## config.mk

```make
export PLATFORM = sky130hd
export DESIGN_NAME = ngvl_queue
export DESIGN_NICKNAME = d
export VERILOG_FILES = /design/src/rtl/core/ngvl_pkg.sv /design/src/rtl/core/ngvl_queue.sv
export SDC_FILE = /design/constraint.sdc
export NUM_CORES = 1
export LEC_CHECK = 0
export ABC_AREA = 1
export BUFFER_PORTS_ARGS = -buffer_cell sky130_fd_sc_hd__buf_2
export CAP_MARGIN = 20
export CORE_ASPECT_RATIO = 1.75
export CORE_UTILIZATION = 45
export DETAILED_ROUTE_END_ITERATION = 8
export PLACE_DENSITY_LB_ADDON = 0.12
export SLEW_MARGIN = 30
export SYNTH_ARGS = -nofsm -noshare
export SYNTH_HDL_FRONTEND = slang
export SYNTH_SLANG_ARGS = --single-unit
```

## constraint.sdc

```tcl
create_clock -name i_clk -period 9.2 [get_ports i_clk]
set_clock_uncertainty 0.15 [all_clocks]
set_input_delay 0.46 -clock i_clk [delete_from_list [all_inputs] [get_ports i_clk]]
set_output_delay 0.46 -clock i_clk [all_outputs]
set_load 0.05 [all_outputs]
```

## src/rtl/core/ngvl_pkg.sv

```systemverilog
// ----------------------------------------------------------------------------
// ngvl_pkg
// Shared types, constants and the direction-table generator for the
// normal grid vertex light core.
// ----------------------------------------------------------------------------
package ngvl_pkg;

    localparam int unsigned GRID_PITCH_DEF = 64;
    localparam int unsigned GRID_YAW_DEF   = 64;
    localparam int unsigned QUEUE_DEPTH    = 4;

    localparam int unsigned CORDIC_STEPS   = 16;
    localparam int unsigned CORDIC_IDX_W   = $clog2(CORDIC_STEPS);
    localparam int unsigned SQRT_STEPS     = 24;

    localparam int unsigned CFG_IDX_W      = 2;
    localparam int unsigned CFG_DATA_W     = 9;
    localparam logic [CFG_IDX_W-1:0] CFG_LIGHT_FLOOR   = 2'd0;
    localparam logic [CFG_IDX_W-1:0] CFG_LIGHT_CEILING = 2'd1;
    localparam logic [CFG_DATA_W-1:0] LIGHT_FLOOR_RST   = 9'd50;
    localparam logic [CFG_DATA_W-1:0] LIGHT_CEILING_RST = 9'd256;

    localparam int DEG90_Q7  = 11520;
    localparam int DEG270_Q7 = 34560;
    localparam int DEG360_Q7 = 46080;
    localparam longint DEG180_Q16 = 180 * 65536;
    localparam longint INV_GAIN_Q16 = 39797;

    // reciprocal of 360 degrees (Q7) for the grid index divide
    localparam int unsigned RECIP_SHIFT = 40;
    localparam int unsigned RECIP_W     = 25;
    localparam logic [RECIP_W-1:0] RECIP_360 = 25'((64'd1 << RECIP_SHIFT) / 64'd46080);

    localparam longint ATAN_DEG_Q16 [CORDIC_STEPS] = '{
        2949120, 1740967, 919879, 466945, 234379, 117304, 58666, 29335,
        14668, 7334, 3667, 1833, 917, 458, 229, 115
    };

    typedef logic signed [15:0] t_s16;
    typedef logic signed [16:0] t_s17;
    typedef logic signed [26:0] t_ang;

    typedef struct packed {
        t_s16 c;
        t_s16 s;
    } t_sc;

    typedef struct packed {
        logic        zero;
        t_s16        nx;
        t_s16        ny;
        t_s16        nz;
        t_s16        dx;
        t_s16        dy;
        t_s16        dz;
        t_s17        po;
        t_s17        yo;
        logic [30:0] sqx;
        logic [30:0] sqy;
    } t_front_item;

    // cos/sin of a whole-degree angle, Q14, built at elaboration
    function automatic t_sc sin_cos_deg(int deg);
        longint a;
        longint x;
        longint y;
        longint z;
        longint xs;
        longint ys;
        longint c;
        longint s;
        logic   flip;
        int     i;
        t_sc    r;
        a    = deg;
        flip = 1'b0;
        x    = INV_GAIN_Q16 * 256;
        y    = 0;
        if (a > 180) a = a - 360;
        if (a > 90) begin
            a    = a - 180;
            flip = 1'b1;
        end else if (a < -90) begin
            a    = a + 180;
            flip = 1'b1;
        end
        z = a * 65536;
        for (i = 0; i < CORDIC_STEPS; i++) begin
            xs = x >>> i;
            ys = y >>> i;
            if (z >= 0) begin
                x = x - ys;
                y = y + xs;
                z = z - ATAN_DEG_Q16[i];
            end else begin
                x = x + ys;
                y = y - xs;
                z = z + ATAN_DEG_Q16[i];
            end
        end
        c = (x + 512) >>> 10;
        s = (y + 512) >>> 10;
        if (flip) begin
            c = -c;
            s = -s;
        end
        r.c = 16'(c);
        r.s = 16'(s);
        return r;
    endfunction

endpackage

```

## src/rtl/core/ngvl_queue.sv

```systemverilog
// ----------------------------------------------------------------------------
// ngvl_queue
// Short FIFO between the front and the back pipeline.
// ----------------------------------------------------------------------------
module ngvl_queue #(
    parameter int unsigned DEPTH = ngvl_pkg::QUEUE_DEPTH
) (
    input  logic                  i_clk,
    input  logic                  i_rst_n,
    input  logic                  i_wr,
    input  ngvl_pkg::t_front_item i_data,
    output logic                  o_full,
    input  logic                  i_rd,
    output ngvl_pkg::t_front_item o_data,
    output logic                  o_empty
);

    localparam int unsigned PW = $clog2(DEPTH);
    localparam int unsigned CW = $clog2(DEPTH + 1);

    ngvl_pkg::t_front_item r_mem [DEPTH];
    logic [PW-1:0]         r_wr_ptr;
    logic [PW-1:0]         r_rd_ptr;
    logic [CW-1:0]         r_count;
    logic                  w_wr;
    logic                  w_rd;

    assign o_full  = (r_count == CW'(DEPTH));
    assign o_empty = (r_count == '0);
    assign w_wr    = i_wr && !o_full;
    assign w_rd    = i_rd && !o_empty;
    assign o_data  = r_mem[r_rd_ptr];

    always_ff @(posedge i_clk) begin
        if (w_wr) r_mem[r_wr_ptr] <= i_data;
    end

    always_ff @(posedge i_clk) begin
        if (!i_rst_n) begin
            r_wr_ptr <= '0;
            r_rd_ptr <= '0;
            r_count  <= '0;
        end else begin
            if (w_wr) begin
                r_wr_ptr <= (r_wr_ptr == PW'(DEPTH - 1)) ? '0 : r_wr_ptr + 1'b1;
            end
            if (w_rd) begin
                r_rd_ptr <= (r_rd_ptr == PW'(DEPTH - 1)) ? '0 : r_rd_ptr + 1'b1;
            end
            if (w_wr && !w_rd) begin
                r_count <= r_count + 1'b1;
            end else if (w_rd && !w_wr) begin
                r_count <= r_count - 1'b1;
            end
        end
    end

endmodule

```

==> run metrics <==
Cell Count, Final, Fillers Out roughly 3400; buffer depth of the longest clock path 3; Cell Rows around 120; CP Class reg -> out; Slowest-stage cell, CP buf_4; initial core utilization 0.4534; Synth top area share 0.7967; Root Buffer clkbuf_16; Final Max Tran Viols 0; EDFF count, synth 772; top-count cell post-synth edfxtp_1; leak pwr roughly 12 nW; min-delay src i_rd; Crit. End Element primary output; Distinct cells, synth 21; total power divided by cell area approximately 320 nW/µm²; die height about 340 µm; final worst-path cycle share 0.4468; Final Setup Violations 0; clk_lat worst skew 610 ps; status finished, final reports clean; synth top area cells edfxtp_1 80%, o21ai_0 6.1%, nor2_1 5.2%; Tmin final 4110 ps; fraction of registers with async set/reset 0; max-cap violations 0; total core area approximately 64000 µm²; worst relative slew slack 0.2438; share of layout cells above drive strength 1 0.2051; post-synth top area cell edfxtp_1; Synth Cell Area around 29000 µm²; I/O pin cnt a little under 400; syn_area_per_cell 15.02 µm²; largest fanout on the critical path between 70 and 80; die footprint 65720 µm²; Fillers between 5000 and 6000; clock transition at the registers of the reported paths 60 ps; clock tree sinks 781; Synth top cells by count 772 x edfxtp_1, 403 x nor2_1, 354 x o21ai_0; IO Port Bufs between 300 and 400; RR Startpoint r_count[1]; Post CTS Setup Buffer Count 0; synth-to-layout area growth 22.98%; antenna violations before repair 9; CTS tree yes; CP peak stage delay approximately 870 ps; H-tree level count 3; DP Cell Count between 3000 and 4000; nets around 2700; total congestion overflow 0; Vias/cell between 5 and 6; Fin. Hold Viols 0; HP Class in -> reg; syn nets 2142; RSZ-0062 raised after global routing no; DRC 0; register bit total from synthesis about 780; yosys warns 0; CTS Buf Count 70; Worst Setup Start Kind flop; ys flop type edfxtp_1; measured slew at the worst slew-check pin between 1000 and 1500 ps; Routed Antenna Nets 0; WP data required about 8600 ps; Worst IR Drop VDD 0.2602 mV; largest net degree at the start of global routing about 230; initial drt markers between 1000 and 1500; GRT Util Overall 0.2101; Final Power 0.01143 W; vias in the first global route 18910; aggregate routed wire length about 70000 µm; detailed placer's ending HPWL about 37000 µm; TritonRoute pass-1 iters 5; cells after synthesis around 1900; critical path, cell by cell inv_4, buf_4, o21ai_0, o22ai_1, buf_2; routed vias about 18000; Placer Congestion 0.7512; Arr. time, crit path roughly 3500 ps; die width ~200 µm; sequential fraction of the synthesis area 0.8029; first-pass GRT wire length around 110000 µm; WL/cell 20.60 µm; Fmax achieved ~0.24 GHz
-- registers in the layout, summed over array words and instances, names as in the netlist, named ones only --
| name | count |
|---|---|
| r_mem | 772 |
| r_count | 3 |
| r_rd_ptr | 2 |
| r_wr_ptr | 2 |
-- per-layer routing --
layer	vias up	track usage	routed length, µm	share of wire
met2	573	0.3641	34720	0.50
met5	-	0	20	0.00029
met3	125	0.05788	5159	0.074
met4	4	0.09392	2235	0.032
met1	8995	0.2416	27170	0.39
li1	8437	-	-	-
-- logic make-up (layout without fill, tap and decap cells) --
logic type | count (synthesis) | in the layout | share of synthesized area
compound gates | 583 | 583 | 0.1086
other cells | 0 | 7 | 0
fa+ha+maj | 7 | 7 | 0.003268
simple gates | 421 | 421 | 0.05456
flops | 781 | 781 | 0.8029
buf+inv | 146 | 753 | 0.03074
-- worst paths after layout --
| path | end | slack, ps | depth (start not counted) |
|---|---|---|---|
| max | o_data[51] | 5090 | 5 |
| min | flop | 130 | 4 |
| max reg2reg | r_mem[2][187] | 5820 | 7 |
| min reg2reg | r_count[0] | 370 | 2 |
-- critical path, delay by kind of cell, from the launching register on --
family / cells / cell delay, ps
buffers and inverters: 3 / 1790
flip-flops: 1 / 540
AO/OA/AOI/OAI: 2 / 480
-- stage by stage --
stage                     hold slack [ps]  area (µm²)  utilization  setup WS, ps  TNS, ps
after floorplan                     330.1       29100            -        -377.4  -291360
after global placement              344.6       31480       0.4906          5531        0
after detailed placement            354.3       31520       0.4911          5411        0
after CTS                           72.66       35710       0.5564          4742        0
after global routing                192.8       35780       0.5576          4887        0
final                               126.0       35790       0.5576          5090        0
-- placed cells by master (no fill, tap or decap), types with 2 or more instances in the layout --
cell and count:
dlygate4sd3_1 196, clkinv_1 12, dfxtp_4 2, nand2_1 15, buf_4 8, nor2_4 4, edfxtp_1 772, o21ai_1 34
dfxtp_1 7, inv_1 17, clkbuf_16 72, inv_6 4, o22ai_1 193, bufinv_16 5, buf_6 3, buf_16 3
o21ai_0 354, ha_1 6, diode_2 7, buf_2 391, clkinvlp_4 7, clkinv_2 14, clkbuf_1 12, buf_12 5
a21oi_1 2, nor2_1 399
-- where the power goes --
group | internal [W] | total (W) | switching, W
sequential | 0.00433 | 0.00445 | 0.000116
combinational | 0.000854 | 0.00414 | 0.00329
clock | 0.00159 | 0.00285 | 0.00126
-- timing repair --
action / 4_1_cts / 5_1_grt
resized for setup: 0 / 0
hold endpoints to repair: 781 / 0
hold buffers: 196 / 0
-- layout make-up --
class,instances,area [µm²],area share
clock buffer,84,1847,0.05161
tap,812,1016,0.02839
antenna,7,17.52,0.0004895
timing repair buffer,606,4195,0.1172
inverter,19,90.09,0.002517
multi-input combinational,1011,4872,0.1361
clock inverter,44,377.9,0.01056
sequential,781,23370,0.6531
(Power assumes the default switching activity.)
