### config.mk
export PLATFORM = sky130hd
export DESIGN_NAME = ngvl_front
export DESIGN_NICKNAME = d
export VERILOG_FILES = /design/src/rtl/core/ngvl_pkg.sv /design/src/rtl/core/ngvl_front.sv
export SDC_FILE = /design/constraint.sdc
export NUM_CORES = 1
export LEC_CHECK = 0
export ABC_AREA = 1
export ABC_CLOCK_PERIOD_IN_PS = 11000
export BUFFER_PORTS_ARGS = -buffer_cell sky130_fd_sc_hd__buf_2
export CAP_MARGIN = 15
export CORE_MARGIN = 3
export CORE_UTILIZATION = 45
export CTS_CLUSTER_SIZE = 30
export DETAILED_ROUTE_END_ITERATION = 10
export GPL_ROUTABILITY_DRIVEN = 0
export PLACE_DENSITY = 0.74
export SYNTH_ARGS = -nofsm -noshare
export SYNTH_HDL_FRONTEND = slang
export SYNTH_SLANG_ARGS = --single-unit
### constraint.sdc
create_clock -name i_clk -period 11 [get_ports i_clk]
set_clock_uncertainty 0.1 [all_clocks]
set_input_delay 0.55 -clock i_clk [delete_from_list [all_inputs] [get_ports i_clk]]
set_output_delay 0.55 -clock i_clk [all_outputs]
set_load 0.01 [all_outputs]
### src/rtl/core/ngvl_pkg.sv
// ----------------------------------------------------------------------------
// ngvl_pkg
// Shared types, constants and the direction-table generator for the
// normal grid vertex light core.
// ----------------------------------------------------------------------------
package ngvl_pkg;

    localparam int unsigned GRID_PITCH_DEF = 64;
    localparam int unsigned GRID_YAW_DEF   = 64;
    localparam int unsigned QUEUE_DEPTH    = 4;

    localparam int unsigned CORDIC_STEPS   = 16;
    localparam int unsigned CORDIC_IDX_W   = $clog2(CORDIC_STEPS);
    localparam int unsigned SQRT_STEPS     = 24;

    localparam int unsigned CFG_IDX_W      = 2;
    localparam int unsigned CFG_DATA_W     = 9;
    localparam logic [CFG_IDX_W-1:0] CFG_LIGHT_FLOOR   = 2'd0;
    localparam logic [CFG_IDX_W-1:0] CFG_LIGHT_CEILING = 2'd1;
    localparam logic [CFG_DATA_W-1:0] LIGHT_FLOOR_RST   = 9'd50;
    localparam logic [CFG_DATA_W-1:0] LIGHT_CEILING_RST = 9'd256;

    localparam int DEG90_Q7  = 11520;
    localparam int DEG270_Q7 = 34560;
    localparam int DEG360_Q7 = 46080;
    localparam longint DEG180_Q16 = 180 * 65536;
    localparam longint INV_GAIN_Q16 = 39797;

    // reciprocal of 360 degrees (Q7) for the grid index divide
    localparam int unsigned RECIP_SHIFT = 40;
    localparam int unsigned RECIP_W     = 25;
    localparam logic [RECIP_W-1:0] RECIP_360 = 25'((64'd1 << RECIP_SHIFT) / 64'd46080);

    localparam longint ATAN_DEG_Q16 [CORDIC_STEPS] = '{
        2949120, 1740967, 919879, 466945, 234379, 117304, 58666, 29335,
        14668, 7334, 3667, 1833, 917, 458, 229, 115
    };

    typedef logic signed [15:0] t_s16;
    typedef logic signed [16:0] t_s17;
    typedef logic signed [26:0] t_ang;

    typedef struct packed {
        t_s16 c;
        t_s16 s;
    } t_sc;

    typedef struct packed {
        logic        zero;
        t_s16        nx;
        t_s16        ny;
        t_s16        nz;
        t_s16        dx;
        t_s16        dy;
        t_s16        dz;
        t_s17        po;
        t_s17        yo;
        logic [30:0] sqx;
        logic [30:0] sqy;
    } t_front_item;

    // cos/sin of a whole-degree angle, Q14, built at elaboration
    function automatic t_sc sin_cos_deg(int deg);
        longint a;
        longint x;
        longint y;
        longint z;
        longint xs;
        longint ys;
        longint c;
        longint s;
        logic   flip;
        int     i;
        t_sc    r;
        a    = deg;
        flip = 1'b0;
        x    = INV_GAIN_Q16 * 256;
        y    = 0;
        if (a > 180) a = a - 360;
        if (a > 90) begin
            a    = a - 180;
            flip = 1'b1;
        end else if (a < -90) begin
            a    = a + 180;
            flip = 1'b1;
        end
        z = a * 65536;
        for (i = 0; i < CORDIC_STEPS; i++) begin
            xs = x >>> i;
            ys = y >>> i;
            if (z >= 0) begin
                x = x - ys;
                y = y + xs;
                z = z - ATAN_DEG_Q16[i];
            end else begin
                x = x + ys;
                y = y - xs;
                z = z + ATAN_DEG_Q16[i];
            end
        end
        c = (x + 512) >>> 10;
        s = (y + 512) >>> 10;
        if (flip) begin
            c = -c;
            s = -s;
        end
        r.c = 16'(c);
        r.s = 16'(s);
        return r;
    endfunction

endpackage

### src/rtl/core/ngvl_front.sv
// ----------------------------------------------------------------------------
// ngvl_front
// Input stage: takes a beat, flags a vertical normal and squares the
// horizontal normal components, then hands the item to the queue.
// ----------------------------------------------------------------------------
module ngvl_front (
    input  logic                  i_clk,
    input  logic                  i_rst_n,
    input  logic                  push,
    output logic                  full,
    input  ngvl_pkg::t_s16        i_norm_x,
    input  ngvl_pkg::t_s16        i_norm_y,
    input  ngvl_pkg::t_s16        i_norm_z,
    input  ngvl_pkg::t_s16        i_light_dir_x,
    input  ngvl_pkg::t_s16        i_light_dir_y,
    input  ngvl_pkg::t_s16        i_light_dir_z,
    input  ngvl_pkg::t_s17        i_pitch_offset,
    input  ngvl_pkg::t_s17        i_yaw_offset,
    input  logic                  i_q_full,
    output logic                  o_q_wr,
    output ngvl_pkg::t_front_item o_q_data
);

    logic                  r_valid;
    ngvl_pkg::t_front_item r_item;
    logic signed [31:0]    w_sqx;
    logic signed [31:0]    w_sqy;
    logic                  w_load;

    assign w_sqx  = i_norm_x * i_norm_x;
    assign w_sqy  = i_norm_y * i_norm_y;
    assign full   = r_valid && i_q_full;
    assign w_load = push && !full;
    assign o_q_wr = r_valid && !i_q_full;
    assign o_q_data = r_item;

    always_ff @(posedge i_clk) begin
        if (!i_rst_n) begin
            r_valid <= 1'b0;
        end else if (w_load) begin
            r_valid <= 1'b1;
        end else if (o_q_wr) begin
            r_valid <= 1'b0;
        end
    end

    always_ff @(posedge i_clk) begin
        if (w_load) begin
            r_item.zero <= (i_norm_x == '0) && (i_norm_y == '0);
            r_item.nx   <= i_norm_x;
            r_item.ny   <= i_norm_y;
            r_item.nz   <= i_norm_z;
            r_item.dx   <= i_light_dir_x;
            r_item.dy   <= i_light_dir_y;
            r_item.dz   <= i_light_dir_z;
            r_item.po   <= i_pitch_offset;
            r_item.yo   <= i_yaw_offset;
            r_item.sqx  <= w_sqx[30:0];
            r_item.sqy  <= w_sqy[30:0];
        end
    end

endmodule

==> insert_results.sql <==
INSERT INTO impl_metrics (metric_group, metric, value, unit) VALUES
('layout', 'layout_nets', '3726', ''),
('detailed_routing', 'final_antenna_net_count', '0', ''),
('floorplanning', 'floorplan.rows', '85', ''),
('timing', 'maxSlewHeadroom', '25.1', '%'),
('yosys', 'synth_compound_gate_area_share', '2.43', '%'),
('yosys', 'synth_simple_gate_area_share', '13.1', '%'),
('global_routing', 'grt_antenna_before_repair', '0', ''),
('yosys', 'multiplexer_share_of_the_synthesized_area', '0.0454', '%'),
('detailed_routing', 'detail_route.wl_per_cell', '15.8', 'um'),
('global_routing', 'pin_count_of_the_biggest_net_entering_global_routing', '178', ''),
('layout', 'commonest_cells_after_routing_fill_and_taps_aside', 'sky130_fd_sc_hd__inv_1 (839), sky130_fd_sc_hd__nand2_1 (559), sky130_fd_sc_hd__fa_1 (457), sky130_fd_sc_hd__buf_2 (326), sky130_fd_sc_hd__edfxtp_1 (189)', ''),
('timing', 'timing.final.setup_violations', '0', ''),
('floorplanning', 'number_of_ports_placed_on_the_die_boundary', '329', ''),
('timing', 'max_slew.worst_pin.slew', '1.12', 'ns'),
('timing', 'fin_max_slew_vios', '0', ''),
('floorplanning', 'initial_cell_density_of_the_core', '45.8', '%'),
('yosys', 'synth-xor-area-share', '1.91', '%'),
('clock_tree', 'htreeDepth', '4', ''),
('critical_path', 'worst-path-max-fanout', '18', ''),
('clock_tree', 'post-cts-setup-buffers', '0', ''),
('detailed_routing', 'firstDrtPassIters', '6', ''),
('timing', 'achievable-frequency', '0.166', 'GHz'),
('placement', 'place_hpwl', '47.7', 'mm'),
('critical_path', 'cp.arrival', '6.16', 'ns'),
('detailed_routing', 'vias_per_cell', '4.87', ''),
('placement', 'port_buffers', '326', ''),
('clock_tree', 'cts_tree', 'done', ''),
('layout', 'final_design_area_no_fill', '27700', 'um2'),
('flow_run', 'max-cap-violations', '0', ''),
('floorplanning', 'die_height', '241', 'um'),
('layout', 'share_of_layout_cells_above_drive_strength_1', '13.3', '%'),
('timing', 'finalCriticalPeriod', '6.02', 'ns'),
('global_routing', 'grt_overflow_total', '0', ''),
('run_status', 'run_status', 'finished clean', ''),
('yosys', 'synth_edf_count', '189', ''),
('layout', 'final.fill_count', '4914', ''),
('timing', 'postLayoutSetupSlackWorst', '4.98', 'ns'),
('timing', 'min_period_over_period', '54.8', '%'),
('yosys', 'mapped_cell_area', '24800', 'um2'),
('floorplanning', 'die_area', '58000', 'um2'),
('timing', 'setup-tns-final', '0', 'ns'),
('timing', 'final-hold-violation-count', '0', ''),
('clock_tree', 'clk_path_buf_depth', '2', ''),
('layout', 'area_growth', '11.7', '%'),
('clock_tree', 'clock_sink_count', '190', ''),
('floorplanning', 'placeableCoreArea', '54100', 'um2'),
('yosys', 'synth.yosys.seq_area_share', '23.0', '%'),
('clock_tree', 'clock_latency', '0.48', 'ns'),
('placement', 'dpl-instance-area', '27100', 'um2'),
('min_path', 'min-delay-path-class', 'input port to register', ''),
('placement', 'place_ws', '4.54', 'ns'),
('yosys', 'ys_seq_elements', '190', ''),
('global_routing', 'track_usage', '20.8', '%'),
('clock_tree', 'cts_clk_pin_slew_worst_paths', '0.09', 'ns'),
('clock_tree', 'cts.hold.buffers_added', '0', ''),
('detailed_routing', 'vias_after_detailed_routing', '17900', ''),
('layout', 'sequential_cell_area', '5700', 'um2'),
('detailed_routing', 'routed_wirelength', '58.1', 'mm'),
('critical_path', 'worst-endpoint-required', '11.14', 'ns'),
('critical_path', 'crit_type', 'input port to register', ''),
('detailed_routing', 'drc_errors', '0', ''),
('global_routing', 'grt_first_pass_wirelength', '94.8', 'mm'),
('timing', 'rsz0062_at_grt', 'false', ''),
('critical_path', 'worstSetupStartpointType', 'input port', ''),
('layout', 'final_common_cell', 'sky130_fd_sc_hd__inv_1', ''),
('layout', 'multi_input_comb_area', '15700', 'um2'),
('yosys', 'synth.avg_cell_area', '9.24', 'um2'),
('clock_tree', 'cts.repair.resized', '0', ''),
('clock_tree', 'tritoncts.num_buffers', '17', ''),
('yosys', 'count_of_different_cell_masters_after_synthesis', '38', ''),
('layout', 'final_core_utilization', '51.2', '%'),
('yosys', 'synth_top_family_by_area', 'adder cells', ''),
('yosys', 'post_synth_fa_ha_maj_area_fraction', '45.6', '%'),
('floorplanning', 'die_w', '241', 'um'),
('yosys', 'postSynth.topFlopCell', 'sky130_fd_sc_hd__edfxtp_1', ''),
('global_routing', 'grt_pass1_vias', '18900', ''),
('clock_tree', 'cts.root.buffer_cell', 'sky130_fd_sc_hd__clkbuf_16', ''),
('yosys', 'post_synth_inst_count', '2685', ''),
('yosys', 'synth_warnings', '0', ''),
('layout', 'antenna_cells', '0', ''),
('critical_path', 'worstSetupEndpointType', 'register', ''),
('yosys', 'synth_async_sr_flop_share', '0', '%'),
('detailed_routing', 'initial_drc_count', '1218', '');
[final timing paths]
| path | startpoint | depth (start not counted) | endpoint | slack, ns |
|---|---|---|---|---|
| min reg2reg | r_valid | 2 | r_valid | 0.39 |
| max | i_norm_y[2] | 19 | o_q_data[24] | 4.98 |
| max reg2reg | r_valid | 4 | o_q_data[170] | 8.74 |
| min | i_pitch_offset[6] | 1 | o_q_data[85] | 0.13 |
[cells by family after synthesis]
group / after synthesis
simple gates: 787
mux: 1
xor+xnor: 54
fa+ha+maj: 630
other cells: 1
buf+inv: 914
compound gates: 108
flops: 190
[worst max-delay path, stage by stage]
cell                      delay [ns]
sky130_fd_sc_hd__buf_2          0.25
sky130_fd_sc_hd__nand2_1        0.20
sky130_fd_sc_hd__inv_1          0.08
sky130_fd_sc_hd__fa_1           0.69
sky130_fd_sc_hd__inv_1          0.11
sky130_fd_sc_hd__fa_1           0.77
sky130_fd_sc_hd__inv_1          0.18
sky130_fd_sc_hd__fa_1           0.49
sky130_fd_sc_hd__fa_1           0.52
sky130_fd_sc_hd__fa_1           0.50
sky130_fd_sc_hd__inv_1          0.05
sky130_fd_sc_hd__fa_1           0.48
sky130_fd_sc_hd__inv_1          0.04
sky130_fd_sc_hd__ha_1           0.35
sky130_fd_sc_hd__nand2_1        0.15
sky130_fd_sc_hd__nor3_1         0.31
sky130_fd_sc_hd__o21ai_0        0.22
sky130_fd_sc_hd__nand4_1        0.13
sky130_fd_sc_hd__nand2_1        0.06
[synthesized netlist by cell type, types with 5 or more instances]
cell | count | area (um2)
sky130_fd_sc_hd__nand3_1 | 61 | 305
sky130_fd_sc_hd__fa_1 | 457 | 9150
sky130_fd_sc_hd__nor2_1 | 87 | 327
sky130_fd_sc_hd__clkbuf_1 | 58 | 218
sky130_fd_sc_hd__edfxtp_1 | 189 | 5680
sky130_fd_sc_hd__o21bai_1 | 11 | 82.6
sky130_fd_sc_hd__inv_1 | 839 | 3150
sky130_fd_sc_hd__xor2_1 | 47 | 412
sky130_fd_sc_hd__a21oi_1 | 58 | 290
sky130_fd_sc_hd__nor3_1 | 15 | 75.1
sky130_fd_sc_hd__buf_1 | 7 | 26.3
sky130_fd_sc_hd__o21ai_0 | 26 | 130
sky130_fd_sc_hd__a21o_1 | 5 | 37.5
sky130_fd_sc_hd__nand4_1 | 24 | 150
sky130_fd_sc_hd__nand2_1 | 559 | 2100
sky130_fd_sc_hd__xnor2_1 | 7 | 61.3
sky130_fd_sc_hd__nor2_2 | 10 | 62.6
sky130_fd_sc_hd__ha_1 | 173 | 2160
sky130_fd_sc_hd__or2_2 | 5 | 31.3
sky130_fd_sc_hd__nor4_1 | 7 | 43.8
sky130_fd_sc_hd__nand2_2 | 5 | 31.3
sky130_fd_sc_hd__nand3_2 | 5 | 50.1
[registers in the layout, summed over array words and instances, names as in the netlist]
register and count:
o_q_data 189, r_valid 1
[metrics by stage]
step | instances | hold slack [ns]
after floorplan | 2686 | 0.363
after global placement | 3639 | 0.383
after detailed placement | 3639 | 0.382
after CTS | 3671 | 0.0828
after global routing | 3671 | 0.0974
final | 3671 | 0.133
[routing by layer]
| layer | share of wire, % | wire (um) | up-vias | GRT usage [%] |
|---|---|---|---|---|
| met4 | 1.8 | 1070 | 0 | 5.65 |
| met3 | 5.8 | 3370 | 67 | 2.82 |
| li1 | - | - | 8390 | - |
| met1 | 41 | 24000 | 8866 | 27.0 |
| met5 | 0 | 0 | - | 0 |
| met2 | 51 | 29700 | 547 | 36.8 |
[layout make-up]
cell class	count	share of cell area [%]
clock buffer	17	1.54
timing repair buffer	327	5.96
multi-input combinational	1582	56.6
sequential	190	20.6
tap	696	3.14
clock inverter	15	0.777
inverter	844	11.4
Power is not shown: default switching activity piles up to over one toggle a cycle in this logic, so the estimate is an artifact.
